### src/rtl/fwts_pkg.sv
package fwts_pkg;

  localparam int ID_W        = 32;
  localparam int ADDR_W      = 48;
  localparam int UNIT_W      = 16;
  localparam int REM_W       = 18;
  localparam int COUNT_W     = 3;
  localparam int OP_W        = 2;
  localparam int ADDR_FIELDS = 4;

  localparam int DEF_TABLE_DEPTH    = 8;
  localparam int DEF_MAX_CANDIDATES = 4;

  localparam logic [UNIT_W-1:0] WAIT_UNIT_RST  = UNIT_W'(10);
  localparam logic [ADDR_W-1:0] LOCAL_ADDR_RST = '0;

  // operation codes
  localparam logic [OP_W-1:0] OP_RECEIVE  = 2'd0;
  localparam logic [OP_W-1:0] OP_OVERHEAR = 2'd1;
  localparam logic [OP_W-1:0] OP_TICK     = 2'd2;

  // result event codes
  localparam logic EV_FORWARD = 1'b0;
  localparam logic EV_DROP    = 1'b1;

  // configuration register indexes
  localparam logic CFG_WAIT_UNIT  = 1'b0;
  localparam logic CFG_LOCAL_ADDR = 1'b1;

  // broadcast command to the lanes; per-lane select comes separately
  typedef struct packed {
    logic              load;
    logic              restart;
    logic              cancel;
    logic              tick;
    logic [ID_W-1:0]   id;
    logic [REM_W-1:0]  wait_ticks;
  } lane_cmd_t;

  typedef struct packed {
    logic match;
    logic free;
    logic expire;
  } lane_stat_t;

endpackage

### src/rtl/forwarder_timer_suppression_table.sv
// Channel  Signals                                      Direction
// in       in_valid/in_ready, operation, pkt_id,        sink
//          candidate_count, candidate_0..candidate_3
// out      out_valid/out_ready, event_res, result_id,   source
//          last
// cfg      cfg_valid/cfg_ready, cfg_index, cfg_data     sink
//
// Receive and overheard items pass through capture, lane compare and apply.
// A tick takes the same steps, then its expiring entries are emitted from the
// one output register in ascending slot order.
// A drop or expiry waits while the output register is held by out_ready low.
// Reset clears all entry valid bits at once; no clearing pass.
module forwarder_timer_suppression_table import fwts_pkg::*; #(
  parameter int TABLE_DEPTH    = DEF_TABLE_DEPTH,
  parameter int MAX_CANDIDATES = DEF_MAX_CANDIDATES
) (
  input  logic                clk,
  input  logic                rst,
  input  logic                in_valid,
  output logic                in_ready,
  input  logic [OP_W-1:0]     operation,
  input  logic [ID_W-1:0]     pkt_id,
  input  logic [COUNT_W-1:0]  candidate_count,
  input  logic [ADDR_W-1:0]   candidate_0,
  input  logic [ADDR_W-1:0]   candidate_1,
  input  logic [ADDR_W-1:0]   candidate_2,
  input  logic [ADDR_W-1:0]   candidate_3,
  output logic                out_valid,
  input  logic                out_ready,
  output logic                event_res,
  output logic [ID_W-1:0]     result_id,
  output logic                last,
  input  logic                cfg_valid,
  output logic                cfg_ready,
  input  logic                cfg_index,
  input  logic [ADDR_W-1:0]   cfg_data
);

  localparam int IW = (TABLE_DEPTH > 1) ? $clog2(TABLE_DEPTH) : 1;

  localparam logic [1:0] ST_IDLE  = 2'd0;
  localparam logic [1:0] ST_LOOK  = 2'd1;
  localparam logic [1:0] ST_APPLY = 2'd2;
  localparam logic [1:0] ST_EMIT  = 2'd3;

  logic [1:0]             state;
  logic [OP_W-1:0]        op_r;
  logic [ID_W-1:0]        id_r;
  logic [COUNT_W-1:0]     count_r;
  logic [ADDR_W-1:0]      cand_r [ADDR_FIELDS];
  logic [UNIT_W-1:0]      wait_unit;
  logic [ADDR_W-1:0]      local_address;
  logic [TABLE_DEPTH-1:0] match_r;
  logic [TABLE_DEPTH-1:0] free_r;
  logic [TABLE_DEPTH-1:0] pend;

  logic [REM_W-1:0]       wait_ticks;
  lane_cmd_t              cmd;
  logic [TABLE_DEPTH-1:0] sel_vec;
  lane_stat_t             stat [TABLE_DEPTH];
  logic [ID_W-1:0]        lane_packet [TABLE_DEPTH];
  logic [TABLE_DEPTH-1:0] match_vec;
  logic [TABLE_DEPTH-1:0] free_vec;
  logic [TABLE_DEPTH-1:0] expire_vec;

  logic [IW-1:0] m_idx, f_idx, p_idx;
  logic          m_found, f_found, p_found;
  logic          m_single, f_single, p_single;

  logic          out_free;
  logic          load_out;
  logic          out_ev;
  logic [ID_W-1:0] out_id;
  logic          out_last;

  assign in_ready  = state == ST_IDLE;
  assign cfg_ready = 1'b1;
  assign out_free  = !out_valid || out_ready;

  fwts_wait #(.MAX_CANDIDATES(MAX_CANDIDATES)) u_wait (
    .clk             (clk),
    .candidate_count (count_r),
    .cand            (cand_r),
    .local_address   (local_address),
    .wait_unit       (wait_unit),
    .wait_ticks      (wait_ticks)
  );

  for (genvar i = 0; i < TABLE_DEPTH; i++) begin : g_lane
    fwts_lane u_lane (
      .clk    (clk),
      .rst    (rst),
      .cmd    (cmd),
      .sel    (sel_vec[i]),
      .cmp_id (id_r),
      .stat   (stat[i]),
      .packet (lane_packet[i])
    );
    assign match_vec[i]  = stat[i].match;
    assign free_vec[i]   = stat[i].free;
    assign expire_vec[i] = stat[i].expire;
  end

  fwts_pick #(.N(TABLE_DEPTH), .IW(IW)) u_pick_match (
    .vec (match_r), .idx (m_idx), .found (m_found), .single (m_single)
  );
  fwts_pick #(.N(TABLE_DEPTH), .IW(IW)) u_pick_free (
    .vec (free_r), .idx (f_idx), .found (f_found), .single (f_single)
  );
  fwts_pick #(.N(TABLE_DEPTH), .IW(IW)) u_pick_pend (
    .vec (pend), .idx (p_idx), .found (p_found), .single (p_single)
  );

  // lane commands and result loads
  always_comb begin
    cmd            = '0;
    cmd.id         = id_r;
    cmd.wait_ticks = wait_ticks;
    sel_vec        = '0;
    load_out       = 1'b0;
    out_ev         = EV_FORWARD;
    out_id         = lane_packet[p_idx];
    out_last       = p_single;
    case (state)
      ST_APPLY: begin
        case (op_r)
          OP_RECEIVE: begin
            if (m_found) begin
              cmd.restart    = 1'b1;
              sel_vec[m_idx] = 1'b1;
            end else if (f_found) begin
              cmd.load       = 1'b1;
              sel_vec[f_idx] = 1'b1;
            end else begin
              load_out = out_free;
              out_ev   = EV_DROP;
              out_id   = id_r;
              out_last = 1'b1;
            end
          end
          OP_OVERHEAR: begin
            if (m_found) begin
              cmd.cancel     = 1'b1;
              sel_vec[m_idx] = 1'b1;
            end
          end
          OP_TICK: begin
            cmd.tick = 1'b1;
          end
          default: begin
          end
        endcase
      end
      ST_EMIT: begin
        load_out = out_free && p_found;
      end
      default: begin
      end
    endcase
  end

  always_ff @(posedge clk) begin
    if (rst) begin
      state         <= ST_IDLE;
      out_valid     <= 1'b0;
      pend          <= '0;
      wait_unit     <= WAIT_UNIT_RST;
      local_address <= LOCAL_ADDR_RST;
    end else begin
      if (cfg_valid) begin
        case (cfg_index)
          CFG_WAIT_UNIT:  wait_unit     <= cfg_data[UNIT_W-1:0];
          CFG_LOCAL_ADDR: local_address <= cfg_data;
          default: begin
          end
        endcase
      end
      if (load_out) begin
        out_valid <= 1'b1;
      end else if (out_ready) begin
        out_valid <= 1'b0;
      end
      case (state)
        ST_IDLE: begin
          if (in_valid) begin
            state <= ST_LOOK;
          end
        end
        ST_LOOK: begin
          state <= ST_APPLY;
        end
        ST_APPLY: begin
          if (op_r == OP_TICK) begin
            // expiries are judged before the countdown applies
            pend  <= expire_vec;
            state <= (|expire_vec) ? ST_EMIT : ST_IDLE;
          end else if (op_r == OP_RECEIVE && !m_found && !f_found) begin
            if (out_free) begin
              state <= ST_IDLE;
            end
          end else begin
            state <= ST_IDLE;
          end
        end
        ST_EMIT: begin
          if (load_out) begin
            pend[p_idx] <= 1'b0;
            if (p_single) begin
              state <= ST_IDLE;
            end
          end
        end
        default: begin
          state <= ST_IDLE;
        end
      endcase
    end
  end

  // item capture, lane snapshot and result register loads
  always_ff @(posedge clk) begin
    if (state == ST_IDLE && in_valid) begin
      op_r      <= operation;
      id_r      <= pkt_id;
      count_r   <= candidate_count;
      cand_r[0] <= candidate_0;
      cand_r[1] <= candidate_1;
      cand_r[2] <= candidate_2;
      cand_r[3] <= candidate_3;
    end
    if (state == ST_LOOK) begin
      match_r <= match_vec;
      free_r  <= free_vec;
    end
    if (load_out) begin
      event_res <= out_ev;
      result_id <= out_id;
      last      <= out_last;
    end
  end

endmodule

### src/rtl/fwts_lane.sv
module fwts_lane import fwts_pkg::*; (
  input  logic             clk,
  input  logic             rst,
  input  lane_cmd_t        cmd,
  input  logic             sel,
  input  logic [ID_W-1:0]  cmp_id,
  output lane_stat_t       stat,
  output logic [ID_W-1:0]  packet
);

  logic             valid;
  logic [REM_W-1:0] remaining;
  logic             at_end;

  assign at_end = remaining <= REM_W'(1);

  always_ff @(posedge clk) begin
    if (rst) begin
      valid <= 1'b0;
    end else if (sel && cmd.load) begin
      valid <= 1'b1;
    end else if (sel && cmd.cancel) begin
      valid <= 1'b0;
    end else if (cmd.tick && valid && at_end) begin
      valid <= 1'b0;
    end
  end

  always_ff @(posedge clk) begin
    if (sel && cmd.load) begin
      packet <= cmd.id;
    end
    if (sel && (cmd.load || cmd.restart)) begin
      remaining <= cmd.wait_ticks;
    end else if (cmd.tick && valid) begin
      remaining <= at_end ? '0 : remaining - REM_W'(1);
    end
  end

  assign stat.match  = valid && (packet == cmp_id);
  assign stat.free   = !valid;
  assign stat.expire = valid && at_end;

endmodule

### src/rtl/fwts_wait.sv
module fwts_wait import fwts_pkg::*; #(
  parameter int MAX_CANDIDATES = DEF_MAX_CANDIDATES
) (
  input  logic                clk,
  input  logic [COUNT_W-1:0]  candidate_count,
  input  logic [ADDR_W-1:0]   cand [ADDR_FIELDS],
  input  logic [ADDR_W-1:0]   local_address,
  input  logic [UNIT_W-1:0]   wait_unit,
  output logic [REM_W-1:0]    wait_ticks
);

  localparam int LIMIT  = (MAX_CANDIDATES < ADDR_FIELDS) ? MAX_CANDIDATES : ADDR_FIELDS;
  localparam int RANK_W = $clog2(LIMIT + 1);
  localparam int PROD_W = UNIT_W + RANK_W;

  logic [RANK_W-1:0] rank;
  logic              hit;
  logic [PROD_W-1:0] prod;
  logic              over;

  // first matching slot wins; slots past the count never match
  always_comb begin
    rank = '0;
    hit  = 1'b0;
    for (int s = 0; s < LIMIT; s++) begin
      if (!hit && (COUNT_W'(s) < candidate_count) && (cand[s] == local_address)) begin
        hit  = 1'b1;
        rank = RANK_W'(s + 1);
      end
    end
  end

  assign prod = PROD_W'(wait_unit) * PROD_W'(rank);
  assign over = |(prod >> REM_W);

  always_ff @(posedge clk) begin
    wait_ticks <= over ? {REM_W{1'b1}} : REM_W'(prod);
  end

endmodule

### src/rtl/fwts_pick.sv
module fwts_pick #(
  parameter int N  = 8,
  parameter int IW = (N > 1) ? $clog2(N) : 1
) (
  input  logic [N-1:0]  vec,
  output logic [IW-1:0] idx,
  output logic          found,
  output logic          single
);

  // lowest set bit
  always_comb begin
    idx = '0;
    for (int i = N - 1; i >= 0; i--) begin
      if (vec[i]) begin
        idx = IW'(i);
      end
    end
  end

  assign found  = |vec;
  assign single = (vec & (vec - N'(1))) == '0;

endmodule

### config.mk
export PLATFORM = sky130hd
export DESIGN_NAME = forwarder_timer_suppression_table
export DESIGN_NICKNAME = d
export VERILOG_FILES = /design/src/rtl/fwts_pkg.sv /design/src/rtl/forwarder_timer_suppression_table.sv /design/src/rtl/fwts_lane.sv /design/src/rtl/fwts_wait.sv /design/src/rtl/fwts_pick.sv
export SDC_FILE = /design/constraint.sdc
export NUM_CORES = 1
export LEC_CHECK = 0
export BUFFER_PORTS_ARGS = -buffer_cell sky130_fd_sc_hd__buf_2
export CAP_MARGIN = 20
export CORE_UTILIZATION = 41
export CTS_CLUSTER_DIAMETER = 50
export DETAILED_ROUTE_END_ITERATION = 10
export SLEW_MARGIN = 5
export SYNTH_ARGS = -nofsm -noshare
export SYNTH_HDL_FRONTEND = slang
export SYNTH_SLANG_ARGS = --single-unit
export TNS_END_PERCENT = 20
### constraint.sdc
create_clock -name clk -period 9.17 [get_ports clk]
set_input_delay 0.917 -clock clk [delete_from_list [all_inputs] [get_ports clk]]
set_output_delay 0.917 -clock clk [all_outputs]
set_load 0.03 [all_outputs]
==> results.yml <==
synthesis:
  share_of_async_settable_or_async_resettable_flops_after_synthesis_pct: 0
  netlist-cell-type-count: 88
  syn_inst: 3076
  synth_top_cells_by_count: "sky130_fd_sc_hd__edfxtp_1 (679), sky130_fd_sc_hd__xnor2_1 (435), sky130_fd_sc_hd__nand2_1 (308), sky130_fd_sc_hd__clkbuf_1 (141), sky130_fd_sc_hd__nor2_1 (141)"
  yosys-top-cells-area: "sky130_fd_sc_hd__edfxtp_1 (54%), sky130_fd_sc_hd__xnor2_1 (10%), sky130_fd_sc_hd__dfxtp_1 (5.3%)"
  synth.cell_area_mm2: 0.0379
  post-synth-top-area-cell: "sky130_fd_sc_hd__edfxtp_1"
  synth_top_area_share_pct: 53.8
  synth_top_flop_cell: "sky130_fd_sc_hd__edfxtp_1"
  post_synth.cell_area_avg_um2: 12.3
  synth_edf_count: 679
  ys_warns: 0
  synth.net_count: 3408
  yosys.cell_count.top_type: "sky130_fd_sc_hd__edfxtp_1"
  fraction_of_the_yosys_area_taken_by_sequential_cells_pct: 59.1
  yosys_register_bits: 780
setup_path:
  critical_path.reg2reg.startpoint: "local_address[3]"
  arrival_time_reported_for_the_critical_path_endpoint_ns: 6.36
  setup_slack_of_the_most_critical_reg_to_reg_path_ns: 3.41
  crit_path_end_kind: "flop"
  start_kind: "flop"
  timing.setup.critical_path_class: "reg -> reg"
  timing.critical_path.fanout_max: 17
  regToRegEndpoint: "u_wait.wait_ticks[0]"
  data_required_critical_path_ns: 9.76
  reg2regPathDepth: 17
pwr:
  power.static_leakage_nw: 14.8
  vdd_ir_drop_max_v: 0.000205
  power-per-cell-area_mw_per_mm2: 192
  total_power_consumption_of_the_routed_design_mw: 8.46
clock_network:
  insertion_delay_ns: 0.70
  hold_buffers: 0
  clock_tree.htree_level_count: 3
  cts_root_buf: "sky130_fd_sc_hd__clkbuf_16"
  cts_sinks: 780
  post_cts_resize_count: 0
  cts-buffers-inserted: 100
  cts_buffer_depth: 3
  tritoncts: "built"
  worst_setup_hold_path_clk_slew_ns: 0.06
  post_cts_buffers: 0
global_routing:
  globalRouteOverflowTotal: 0
  first_pass_grt_wire_length_um: 167000
  number_of_antenna_violations_at_the_first_check_in_global_routing: 11
  first_global_vias: 24900
  grt.total_usage_pct: 24.3
  pin_count_of_the_biggest_net_entering_global_routing: 84
detailed_routing:
  detail_route.iter0.violations: 2750
  wl_um: 116000
  antenna_violating_nets_left: 0
  via_per_inst: 5.56
  routed-via-count: 25800
  drt-pass1-iter-count: 6
  drt-wirelength-per-cell_um: 25.0
  drcViolationCount: 0
worst_hold_path:
  worst_hold_path.endpoint: "cand_r[121]"
  min_delay_path_depth: 1
  worstHoldStart: "candidate_1[25]"
  hold_path_class: "in -> reg"
timing:
  highest_clock_rate_mhz: 174
  final_min_period_over_clock_period_pct: 62.9
  hold_viol_final: 0
  final_skew_ns: 0.0562
  timing.setup.tns_ns: 0
  report.final.slew_viol_count: 0
  final-setup-viol-count: 0
  relSlewSlack_pct: 22.7
  timing.final.crit_period_ns: 5.76
  unrepaired_setup_endpoints_after_global_routing: "false"
  worstMarginPinSlew_ns: 1.16
floorplanning:
  initial_core_util_pct: 41.4
  rows: 111
  top_ports: 320
  die_outline_height_um: 306
  die_w_um: 306
  design.core.area_mm2: 0.0917
  die_area_mm2: 0.0937
run:
  cap_violations: 0
placement:
  gp_routability_congestion: 0.933
  port_buffers: 318
  dp_hpwl_um: 81300
run_status:
  run_status: "finished clean"
cells_and_area:
  fill_cells: 8213
  fin_nets: 3691
  layout-area-overhead-vs-synth_pct: 16.1
  post_route_cells_drive_above_1_share_pct: 18.4
## state kept, by name, indices dropped and copies added (netlist names), 16 cells and up
signal and cells:
cand_r 192, g_lane.u_lane.packet 256, g_lane.u_lane.remaining 144, id_r 32
local_address 48, result_id 32, u_wait.wait_ticks 18, wait_unit 16
## power by group
group | internal [mW] | total [mW] | switching, mW
registers | 3.96 | 4.07 | 0.116
logic | 0.162 | 0.401 | 0.238
clock network | 2.38 | 3.99 | 1.61
total | 6.49 | 8.46 | 1.97
## routing by layer
metal,share of wire (%),wire (µm),vias up,track usage (%)
li1,-,-,11800,-
met1,43,49500,12600,33.5
met2,46,52800,1126,37.7
met3,8.2,9460,198,4.78
met4,3.5,4020,6,9.03
met5,0.028,33,-,0
## through the flow
step	cell area (µm²)	utilization (%)	std cells	hold WS [ns]	worst slack [ns]
after global placement	40600	44.3	4439	0.470	3.20
after CTS	44000	48.0	4627	0.358	3.08
after global routing	44000	48.0	4633	0.371	3.05
final	44000	48.0	4633	0.395	3.41
after detailed placement	40600	44.3	4440	0.474	3.07
after floorplan	37900	-	3076	0.453	2.43
## cell families (layout without fill, tap and decap cells)
logic type,Yosys count,after routing,synth area share [%]
AO/OA/AOI/OAI,427,427,7.69
XOR/XNOR,548,548,12.7
adder cells (fa/ha/maj),50,50,1.94
buffers and inverters,252,620,2.78
flip-flops,780,780,59.1
multiplexers,147,147,4.22
other,1,4,0.00989
AND/OR/NAND/NOR,871,871,11.6
## cell type report
cell class                 instances  area [µm²]  share of cell area, %
inverter                          75         282                  0.640
clock buffer                     123        2670                   6.07
sequential                       780       22400                   50.9
tap                             1186        1480                   3.37
clock inverter                    64         709                   1.61
multi-input combinational       2044       14500                   33.0
timing repair buffer             358        1900                   4.33
antenna                            3        7.51                 0.0171
## worst max-delay path, stage by stage, from the launching register on
cell	delay, ns
sky130_fd_sc_hd__dfxtp_1	0.51
sky130_fd_sc_hd__xor2_1	0.13
sky130_fd_sc_hd__nor4_1	0.58
sky130_fd_sc_hd__nand4_1	0.27
sky130_fd_sc_hd__nor4_1	0.71
sky130_fd_sc_hd__a21o_1	0.51
sky130_fd_sc_hd__and2_1	0.22
sky130_fd_sc_hd__fa_1	0.39
sky130_fd_sc_hd__ha_1	0.24
sky130_fd_sc_hd__fa_1	0.46
sky130_fd_sc_hd__a21oi_1	0.18
sky130_fd_sc_hd__nand4b_1	0.15
sky130_fd_sc_hd__a211oi_1	0.11
sky130_fd_sc_hd__o31ai_1	0.45
sky130_fd_sc_hd__o21ai_0	0.15
sky130_fd_sc_hd__o22ai_1	0.12
sky130_fd_sc_hd__buf_4	0.24
sky130_fd_sc_hd__a21bo_2	0.24
## cell usage in the layout (no fill, tap or decap), types with 10 or more instances in the layout
master	count
sky130_fd_sc_hd__a21o_1	16
sky130_fd_sc_hd__a21oi_1	120
sky130_fd_sc_hd__a221o_1	10
sky130_fd_sc_hd__a221oi_1	24
sky130_fd_sc_hd__a222oi_1	12
sky130_fd_sc_hd__and2_1	30
sky130_fd_sc_hd__buf_2	317
sky130_fd_sc_hd__buf_4	39
sky130_fd_sc_hd__bufinv_16	10
sky130_fd_sc_hd__clkbuf_1	17
sky130_fd_sc_hd__clkbuf_16	102
sky130_fd_sc_hd__clkinv_1	13
sky130_fd_sc_hd__clkinv_2	13
sky130_fd_sc_hd__dfxtp_1	101
sky130_fd_sc_hd__edfxtp_1	679
sky130_fd_sc_hd__fa_1	15
sky130_fd_sc_hd__ha_1	34
sky130_fd_sc_hd__inv_1	74
sky130_fd_sc_hd__mux2_1	14
sky130_fd_sc_hd__mux2_2	54
sky130_fd_sc_hd__mux2i_1	70
sky130_fd_sc_hd__nand2_1	307
sky130_fd_sc_hd__nand2b_1	20
sky130_fd_sc_hd__nand3_1	39
sky130_fd_sc_hd__nand3b_1	12
sky130_fd_sc_hd__nand4_1	94
sky130_fd_sc_hd__nor2_1	141
sky130_fd_sc_hd__nor2b_1	21
sky130_fd_sc_hd__nor3_1	50
sky130_fd_sc_hd__nor4_1	69
sky130_fd_sc_hd__o211ai_1	14
sky130_fd_sc_hd__o21ai_0	51
sky130_fd_sc_hd__o22a_1	32
sky130_fd_sc_hd__o22ai_1	25
sky130_fd_sc_hd__o31ai_1	69
sky130_fd_sc_hd__or2_2	10
sky130_fd_sc_hd__or3_1	23
sky130_fd_sc_hd__or4_1	12
sky130_fd_sc_hd__xnor2_1	435
sky130_fd_sc_hd__xor2_1	113
## worst max path at each step
stage | from | endpoint | slack (ns)
after global placement | local_address[19] | u_wait.wait_ticks[0] | 3.20
after global routing | local_address[3] | u_wait.wait_ticks[0] | 3.05
after floorplan | in_valid | cand_r[0] | 2.43
after detailed placement | local_address[19] | u_wait.wait_ticks[0] | 3.07
after CTS | local_address[19] | u_wait.wait_ticks[0] | 3.08
final | local_address[3] | u_wait.wait_ticks[0] | 3.41
Power figures use the tool's default switching activity.
